--- config.mk ---
export PLATFORM = sky130hd
export DESIGN_NAME = smtc_dp
export DESIGN_NICKNAME = d
export VERILOG_FILES = /design/src/rtl/smtc_pkg.sv /design/src/rtl/smtc_div.sv /design/src/rtl/smtc_dp.sv
export SDC_FILE = /design/constraint.sdc
export NUM_CORES = 1
export LEC_CHECK = 0
export BUFFER_PORTS_ARGS = -buffer_cell sky130_fd_sc_hd__buf_2
export CAP_MARGIN = 10
export CELL_PAD_IN_SITES_DETAIL_PLACEMENT = 2
export CELL_PAD_IN_SITES_GLOBAL_PLACEMENT = 2
export CORE_MARGIN = 1
export CORE_UTILIZATION = 30
export CTS_BUF_LIST = sky130_fd_sc_hd__clkbuf_4 sky130_fd_sc_hd__clkbuf_8
export DETAILED_ROUTE_END_ITERATION = 12
export GPL_ROUTABILITY_DRIVEN = 0
export PLACE_DENSITY = 0.74
export SLEW_MARGIN = 25
export SYNTH_ARGS = -nofsm -noshare
export SYNTH_HDL_FRONTEND = slang
export SYNTH_HIERARCHICAL = 1
export SYNTH_SLANG_ARGS = --single-unit
--- constraint.sdc ---
create_clock -name clk -period 15.4 [get_ports clk]
set_input_delay 0 -clock clk [delete_from_list [all_inputs] [get_ports clk]]
set_output_delay 0 -clock clk [all_outputs]
set_load 0.02 [all_outputs]
--- src/rtl/smtc_pkg.sv ---
`default_nettype none

package smtc_pkg;

  // Sweep length and field widths
  localparam int SWEEP_STEPS  = 100;
  localparam int STEP_W       = 8;
  localparam int MAG_W        = 12;
  localparam int LEVEL_W      = 6;
  localparam int PCT_W        = 7;
  localparam int FAIL_W       = 8;
  localparam int CFG_IDX_W    = 2;
  localparam int CFG_DATA_W   = 12;

  // Mask anchors: step position and expected level
  localparam int ANCHOR_COUNT = 9;
  localparam logic [STEP_W-1:0]  MASK_STEPS  [ANCHOR_COUNT] =
    '{0, 30, 32, 36, 41, 50, 60, 75, 99};
  localparam logic [LEVEL_W-1:0] MASK_LEVELS [ANCHOR_COUNT] =
    '{0, 0, 24, 50, 53, 45, 31, 20, 15};

  // Serial divider: |delta| * offset over segment span
  localparam int DVD_W = 10;
  localparam int DVS_W = 5;
  localparam int DIV_CNT_W = $clog2(DVD_W + 1);

  // Percent scaling: x / 100 == (x * 5243) >> 19 for x < 43690
  localparam int PROD_W     = LEVEL_W + PCT_W;
  localparam int RECIP_W    = 13;
  localparam int RPROD_W    = PROD_W + RECIP_W;
  localparam int PCT_SHIFT  = 19;
  localparam int SCALED_W   = RPROD_W - PCT_SHIFT;
  localparam logic [RECIP_W-1:0] PCT_RECIP = 13'd5243;

  // Register map
  typedef enum logic [CFG_IDX_W-1:0] {
    CFG_MIN_TOL   = 2'd0,
    CFG_TOL_PCT   = 2'd1,
    CFG_MAX_FAILS = 2'd2
  } cfg_idx_t;

  localparam logic [CFG_DATA_W-1:0] MIN_TOL_RST   = 12'd8;
  localparam logic [PCT_W-1:0]      TOL_PCT_RST   = 7'd20;
  localparam logic [FAIL_W-1:0]     MAX_FAILS_RST = 8'd5;

  // Controller to datapath commands
  typedef struct packed {
    logic load;
    logic fix;
    logic mul_pct;
    logic mul_recip;
    logic judge;
    logic commit;
  } smtc_cmd_t;

  // Datapath to controller status
  typedef struct packed {
    logic div_done;
  } smtc_sts_t;

  // One mask segment, ready for the divider
  typedef struct packed {
    logic [LEVEL_W-1:0] base;
    logic               neg;
    logic [DVD_W-1:0]   prod;
    logic [DVS_W-1:0]   span;
  } seg_t;

  // Pick the first segment whose end is at or past the step.
  // Past the last anchor: level holds at the final anchor.
  function automatic seg_t mask_segment(input logic [STEP_W-1:0] step);
    seg_t seg;
    logic found;
    int   delta;
    int   off;
    int   mag;
    seg.base = MASK_LEVELS[ANCHOR_COUNT-1];
    seg.neg  = 1'b0;
    seg.prod = '0;
    seg.span = DVS_W'(1);
    found    = 1'b0;
    for (int k = 0; k < ANCHOR_COUNT - 1; k++) begin
      if (!found && (int'(step) <= int'(MASK_STEPS[k+1]))) begin
        found    = 1'b1;
        off      = int'(step) - int'(MASK_STEPS[k]);
        delta    = int'(MASK_LEVELS[k+1]) - int'(MASK_LEVELS[k]);
        mag      = (delta < 0) ? -delta : delta;
        seg.base = MASK_LEVELS[k];
        seg.neg  = (delta < 0);
        seg.prod = DVD_W'(mag * off);
        seg.span = DVS_W'(int'(MASK_STEPS[k+1]) - int'(MASK_STEPS[k]));
      end
    end
    return seg;
  endfunction

endpackage

`default_nettype wire

--- src/rtl/smtc_div.sv ---
`default_nettype none

// Restoring divider, one quotient bit per cycle
module smtc_div import smtc_pkg::*; (
  input  logic             clk,
  input  logic             rst,
  input  logic             start,
  input  logic [DVD_W-1:0] dividend,
  input  logic [DVS_W-1:0] divisor,
  output logic             done,
  output logic [DVD_W-1:0] quotient
);

  logic [DIV_CNT_W-1:0] cnt;
  logic [DVS_W-1:0]     rem;
  logic [DVS_W-1:0]     dvs;
  logic [DVD_W-1:0]     dq;
  logic [DVS_W:0]       trial;
  logic                 fits;
  logic [DVS_W-1:0]     rem_next;

  // trial subtract
  always_comb begin
    trial    = {rem, dq[DVD_W-1]};
    fits     = (trial >= {1'b0, dvs});
    rem_next = fits ? DVS_W'(trial - {1'b0, dvs}) : trial[DVS_W-1:0];
  end

  // iteration count and done pulse
  always_ff @(posedge clk) begin
    if (rst) begin
      cnt  <= '0;
      done <= 1'b0;
    end else begin
      done <= (cnt == DIV_CNT_W'(1));
      if (start) begin
        cnt <= DIV_CNT_W'(DVD_W);
      end else if (cnt != '0) begin
        cnt <= cnt - 1'b1;
      end
    end
  end

  // remainder and dividend/quotient shifter
  always_ff @(posedge clk) begin
    if (start) begin
      rem <= '0;
      dq  <= dividend;
      dvs <= divisor;
    end else if (cnt != '0) begin
      rem <= rem_next;
      dq  <= {dq[DVD_W-2:0], fits};
    end
  end

  assign quotient = dq;

endmodule

`default_nettype wire

--- src/rtl/smtc_dp.sv ---
`default_nettype none

module smtc_dp import smtc_pkg::*; (
  input  logic                  clk,
  input  logic                  rst,
  input  smtc_cmd_t             cmd,
  output smtc_sts_t             sts,
  input  logic [MAG_W-1:0]      magnitude,
  input  logic                  cfg_write,
  input  logic [CFG_IDX_W-1:0]  cfg_index,
  input  logic [CFG_DATA_W-1:0] cfg_data,
  output logic [STEP_W-1:0]     step_number,
  output logic [LEVEL_W-1:0]    expected_level,
  output logic                  step_failed,
  output logic [FAIL_W-1:0]     failures_so_far,
  output logic                  sweep_done,
  output logic                  sweep_pass
);

  // config registers
  logic [CFG_DATA_W-1:0] min_tol;
  logic [PCT_W-1:0]      tol_pct;
  logic [FAIL_W-1:0]     max_fails;

  // sweep state
  logic [STEP_W-1:0]     step_cnt;
  logic [FAIL_W-1:0]     fail_cnt;

  // per item working registers
  logic [MAG_W-1:0]      meas;
  logic [LEVEL_W-1:0]    seg_base;
  logic                  seg_neg;
  logic [LEVEL_W-1:0]    expected;
  logic [PROD_W-1:0]     prod_pct;
  logic [SCALED_W-1:0]   scaled;
  logic                  j_failed;
  logic [FAIL_W-1:0]     j_fails;
  logic                  j_done;
  logic                  j_ok;

  seg_t                  seg;
  logic                  div_done;
  logic [DVD_W-1:0]      quotient;
  logic [LEVEL_W:0]      q_ext;
  logic [LEVEL_W:0]      level;
  logic [RPROD_W-1:0]    recip_full;
  logic [MAG_W-1:0]      exp_ext;
  logic [MAG_W-1:0]      diff;
  logic [CFG_DATA_W-1:0] scaled_ext;
  logic [CFG_DATA_W-1:0] tol;
  logic                  failed;
  logic [FAIL_W-1:0]     fails_new;
  logic                  done_now;

  // segment of the mask for the current step
  assign seg = mask_segment(step_cnt);

  smtc_div u_div (
    .clk      (clk),
    .rst      (rst),
    .start    (cmd.load),
    .dividend (seg.prod),
    .divisor  (seg.span),
    .done     (div_done),
    .quotient (quotient)
  );

  assign sts.div_done = div_done;

  // base plus or minus truncated quotient
  always_comb begin
    q_ext = quotient[LEVEL_W:0];
    level = seg_neg ? ({1'b0, seg_base} - q_ext) : ({1'b0, seg_base} + q_ext);
  end

  assign recip_full = RPROD_W'(prod_pct) * RPROD_W'(PCT_RECIP);

  // tolerance compare and failure count
  always_comb begin
    exp_ext    = MAG_W'(expected);
    diff       = (meas > exp_ext) ? (meas - exp_ext) : (exp_ext - meas);
    scaled_ext = CFG_DATA_W'(scaled);
    tol        = (scaled_ext > min_tol) ? scaled_ext : min_tol;
    failed     = (diff > MAG_W'(tol));
    fails_new  = (failed && (fail_cnt != '1)) ? fail_cnt + 1'b1 : fail_cnt;
    done_now   = (step_cnt == STEP_W'(SWEEP_STEPS - 1));
  end

  // config writes
  always_ff @(posedge clk) begin
    if (rst) begin
      min_tol   <= MIN_TOL_RST;
      tol_pct   <= TOL_PCT_RST;
      max_fails <= MAX_FAILS_RST;
    end else if (cfg_write) begin
      case (cfg_index)
        CFG_MIN_TOL:   min_tol   <= cfg_data;
        CFG_TOL_PCT:   tol_pct   <= cfg_data[PCT_W-1:0];
        CFG_MAX_FAILS: max_fails <= cfg_data[FAIL_W-1:0];
        default:       ;
      endcase
    end
  end

  // step and failure counters
  always_ff @(posedge clk) begin
    if (rst) begin
      step_cnt <= '0;
      fail_cnt <= '0;
    end else if (cmd.commit) begin
      step_cnt <= j_done ? '0 : step_cnt + 1'b1;
      fail_cnt <= j_done ? '0 : j_fails;
    end
  end

  // working pipeline registers
  always_ff @(posedge clk) begin
    if (cmd.load) begin
      meas     <= magnitude;
      seg_base <= seg.base;
      seg_neg  <= seg.neg;
    end
    if (cmd.fix) begin
      expected <= level[LEVEL_W-1:0];
    end
    if (cmd.mul_pct) begin
      prod_pct <= PROD_W'(expected) * PROD_W'(tol_pct);
    end
    if (cmd.mul_recip) begin
      scaled <= recip_full[PCT_SHIFT +: SCALED_W];
    end
    if (cmd.judge) begin
      j_failed <= failed;
      j_fails  <= fails_new;
      j_done   <= done_now;
      j_ok     <= done_now && (fails_new <= max_fails);
    end
  end

  // result register
  always_ff @(posedge clk) begin
    if (cmd.commit) begin
      step_number     <= step_cnt;
      expected_level  <= expected;
      step_failed     <= j_failed;
      failures_so_far <= j_fails;
      sweep_done      <= j_done;
      sweep_pass      <= j_ok;
    end
  end

  // verdict only on the last step
  assert property (@(posedge clk) disable iff (rst)
    cmd.commit |=> (!sweep_pass || sweep_done))
    else $error("sweep_pass outside final step");

  // sweep end clears both counters
  assert property (@(posedge clk) disable iff (rst)
    (cmd.commit && j_done) |=> (step_cnt == '0) && (fail_cnt == '0))
    else $error("counters not cleared at sweep end");

  // steps advance by one inside a sweep
  assert property (@(posedge clk) disable iff (rst)
    (cmd.commit && !j_done) |=> (step_cnt == STEP_W'($past(step_cnt) + 1'b1)))
    else $error("step counter skipped");

  // a failing step always shows a nonzero count
  assert property (@(posedge clk) disable iff (rst)
    cmd.commit |=> (!step_failed || (failures_so_far != '0)))
    else $error("failed step with zero count");

endmodule

`default_nettype wire

==> flow_metrics.env <==
export IMPL_slowest_delay_ns=0.53
export IMPL_multiInputGateArea_um2=9740
export IMPL_drive_gt1_frac=0.0870
export IMPL_rsz0062_at_grt="no"
export IMPL_grt_usage=0.180
export IMPL_grt_pass1_wl_mm=70.4
export IMPL_netlist_instances=1489
export IMPL_core_um2=48800
export IMPL_dp_cells=2191
export IMPL_maxSlewViolCount=0
export IMPL_fmax_mhz=154
export IMPL_finalWirelength_mm=43.2
export IMPL_clock_skew_ns=0.0307
export IMPL_clkSinkCount=149
export IMPL_layout_common_cells="259 x inv_1, 259 x ha_1, 101 x fa_1, 96 x edfxtp_1, 86 x a21oi_1"
export IMPL_final_area_um2=16500
export IMPL_path_buf_inv=1
export IMPL_synth_edf_count=96
export IMPL_die_y_um=224
export IMPL_required_ns=15.73
export IMPL_post_cts_setup_buffers=0
export IMPL_vdd_drop_max_uv=188
export IMPL_worstSetupPathType="flip-flop to flip-flop"
export IMPL_synth_seq_area_share=0.266
export IMPL_critPathMaxFanout=10
export IMPL_io_buffers=60
export IMPL_clkPwrFrac=0.090
export IMPL_min_to="min_tol[1]"
export IMPL_finalHoldViolations=0
export IMPL_relSlewSlack=0.429
export IMPL_antenna_found_initial=0
export IMPL_drc_errors=0
export IMPL_hp_start="cfg_index[1]"
export IMPL_internal_power_mw=1.82
export IMPL_clk_pin_slew_ns=0.12
export IMPL_start_util=0.303
export IMPL_min_path_cells=5
export IMPL_vias_per_cell=4.86
export IMPL_seqCellArea_um2=3940
export IMPL_htreeDepth=4
export IMPL_ys_seq_elements=149
export IMPL_dieArea_um2=50200
export IMPL_layout_setup_ws_ns=8.93
export IMPL_reg2reg_from="expected[0]"
export IMPL_antennaDiodeCount=0
export IMPL_r2r_slack_ns=8.93
export IMPL_ios=61
export IMPL_yosys_warnings=6
export IMPL_p_per_area_nw_per_um2=219
export IMPL_cp_top_family="compound AO/OA/AOI/OAI gates"
export IMPL_clk_insertion_delay_late_ns=0.49
export IMPL_cts_max_path_buffers=2
export IMPL_dp_slack_ns=9.08
export IMPL_syn_avg_cell_area_um2=9.94
export IMPL_worst_r2r_cell_count=25
export IMPL_clock_tree_root_cell="clkbuf_8"
export IMPL_outcome="completed"
export IMPL_synth_area_um2=14800
export IMPL_pwr_share_seq=0.163
export IMPL_cts_tree="built"
export IMPL_worstSetupEndpointType="flip-flop"
export IMPL_ys_flop_type="edfxtp_1"
export IMPL_fin_hold_ws_ns=0.0370
export IMPL_finalSetupViolCount=0
export IMPL_reg2reg_to="j_ok"
export IMPL_finalCriticalPeriod_ns=6.47
export IMPL_synthDistinctLibCells=72
export IMPL_hold_class="primary input to flip-flop"
export IMPL_crit_path_start_kind="flip-flop"
export IMPL_fin_setup_tns_ns=0
export IMPL_cap_viol_max_count=0
export IMPL_p_leak_nw=7.89
export IMPL_overflow=0
export IMPL_postCtsHoldBufs=28
export IMPL_rows=81
export IMPL_fin_crit_sh=0.420
export IMPL_layout_cells_non_filler=2251
export IMPL_arrival_ns=6.80
export IMPL_grt_pass1_vias=12900
export IMPL_pwr_share_comb=0.747
export IMPL_p_switching_mw=1.80
export IMPL_area_growth_pct=11.8
export IMPL_vias=11000
export IMPL_grt_max_degree=49
export IMPL_fill_cells=5424
export IMPL_die_x_um=224
export IMPL_tightest_slew_ns=0.854
export IMPL_syn_nets=1884
export IMPL_async_flop_share=0
export IMPL_dpl_cell_area_um2=15800
export IMPL_p_sw_frac=0.498
export IMPL_first_iter_violations=527
export IMPL_hpwlAfterDp_mm=33.9
export IMPL_final_nets=1969
export IMPL_critPathMostFrequentCell="ha_1"
export IMPL_firstDrtPassIters=5
export IMPL_wl_per_cell_um=19.2
export IMPL_ant_nets=0
export IMPL_cts_buffers=17
export IMPL_ctsResizeCount=0
export IMPL_slowest_stage="edfxtp_1"
==> layer usage <==
metal	vias up	share of wire	track usage
met5	-	0	0
met4	0	0.014	0.0351
met3	38	0.013	0.0165
met2	84	0.55	0.356
met1	5636	0.42	0.206
li1	5193	-	-
==> worst register-to-register path, cell delays in order, from the launching register on <==
cell and delay (ns):
edfxtp_1 0.53, ha_1 0.23, inv_1 0.05, fa_1 0.39, a21o_1 0.20, a21o_1 0.22
a21oi_2 0.16, o21ai_2 0.07, a211o_1 0.42, or3_1 0.45, a21boi_0 0.17, o41ai_2 0.24
ha_1 0.21, nand4_1 0.14, or2_2 0.32, a31oi_1 0.40, o21ai_1 0.39, nor2_1 0.26
xor2_1 0.23, ha_1 0.28, nand3_1 0.14, nor2_1 0.08, a211o_1 0.29, a21oi_1 0.19
o21ai_0 0.10, a21boi_0 0.18
==> how the worst max path moves through the flow <==
| stage | startpoint | endpoint | cells after the start |
|---|---|---|---|
| CTS | expected[0] | j_ok | 25 |
| global placement | expected[0] | j_ok | 24 |
| floorplan | expected[0] | j_ok | 25 |
| global route | expected[0] | j_ok | 25 |
| finish | expected[0] | j_ok | 25 |
| detailed placement | expected[0] | j_ok | 24 |
==> registers in the layout, summed over array words and instances, names as in the netlist, 8 cells and up <==
name and cells:
prod_pct 13, meas 12, min_tol 12, u_div/quotient 10, fail_cnt 8, failures_so_far 8, j_fails 8, max_fails 8
step_cnt 8, step_number 8
==> through the flow <==
step	total power [mW]	util
2_1_floorplan	2.52	-
3_3_place_gp	3.18	0.324
3_5_place_dp	3.39	0.324
4_1_cts	3.75	0.339
5_1_grt	4.16	0.339
6_report	3.62	0.339
==> power groups by stage <==
stage	clock [mW]	combinational (mW)	sequential, mW
global placement	0	2.59	0.596
floorplan	0	1.94	0.573
global route	0.352	3.21	0.598
CTS	0.332	2.83	0.591
detailed placement	0	2.79	0.600
finish	0.327	2.70	0.590
==> cell usage after synthesis, types with 4 or more instances <==
cell / number / area share
ha_1: 259 / 0.22
inv_1: 259 / 0.066
fa_1: 101 / 0.14
edfxtp_1: 96 / 0.19
a21oi_1: 86 / 0.029
nand2_1: 84 / 0.021
nor2_1: 83 / 0.021
xnor2_1: 83 / 0.049
dfxtp_1: 53 / 0.072
a21o_1: 37 / 0.019
xor2_1: 32 / 0.019
and2_1: 26 / 0.011
o21ai_0: 25 / 0.0085
nor3_1: 22 / 0.0074
clkbuf_1: 19 / 0.0048
mux2i_1: 19 / 0.013
nand3_1: 17 / 0.0057
mux2_2: 15 / 0.011
a22oi_1: 14 / 0.0071
nand4_1: 13 / 0.0055
o21bai_1: 12 / 0.0061
o21a_1: 10 / 0.0051
a211o_1: 9 / 0.0053
nor2b_1: 9 / 0.0038
a222oi_1: 7 / 0.0047
or3_1: 7 / 0.0030
or2_2: 6 / 0.0025
a31oi_1: 5 / 0.0021
buf_2: 4 / 0.0014
nand2b_1: 4 / 0.0017
nand3b_1: 4 / 0.0020
o31ai_1: 4 / 0.0020
==> cell families (layout without fill, tap and decap cells) <==
logic type | count (synthesis) | count (layout) | share of synthesized area
AO/OA/AOI/OAI | 247 | 247 | 0.112
XOR/XNOR | 115 | 115 | 0.0681
adder cells (fa/ha/maj) | 360 | 360 | 0.356
buffers and inverters | 290 | 388 | 0.0759
flip-flops | 149 | 149 | 0.266
multiplexers | 35 | 35 | 0.0250
AND/OR/NAND/NOR | 293 | 293 | 0.0967
==> final cells by class <==
type	count	share of cell area
sequential	149	0.238
timing repair buffer	94	0.0378
multi-input combinational	1050	0.588
inverter	262	0.0594
clock buffer	17	0.0141
tap	664	0.0502
clock inverter	15	0.0119
Note: power is estimated with default switching activity, not from simulation.
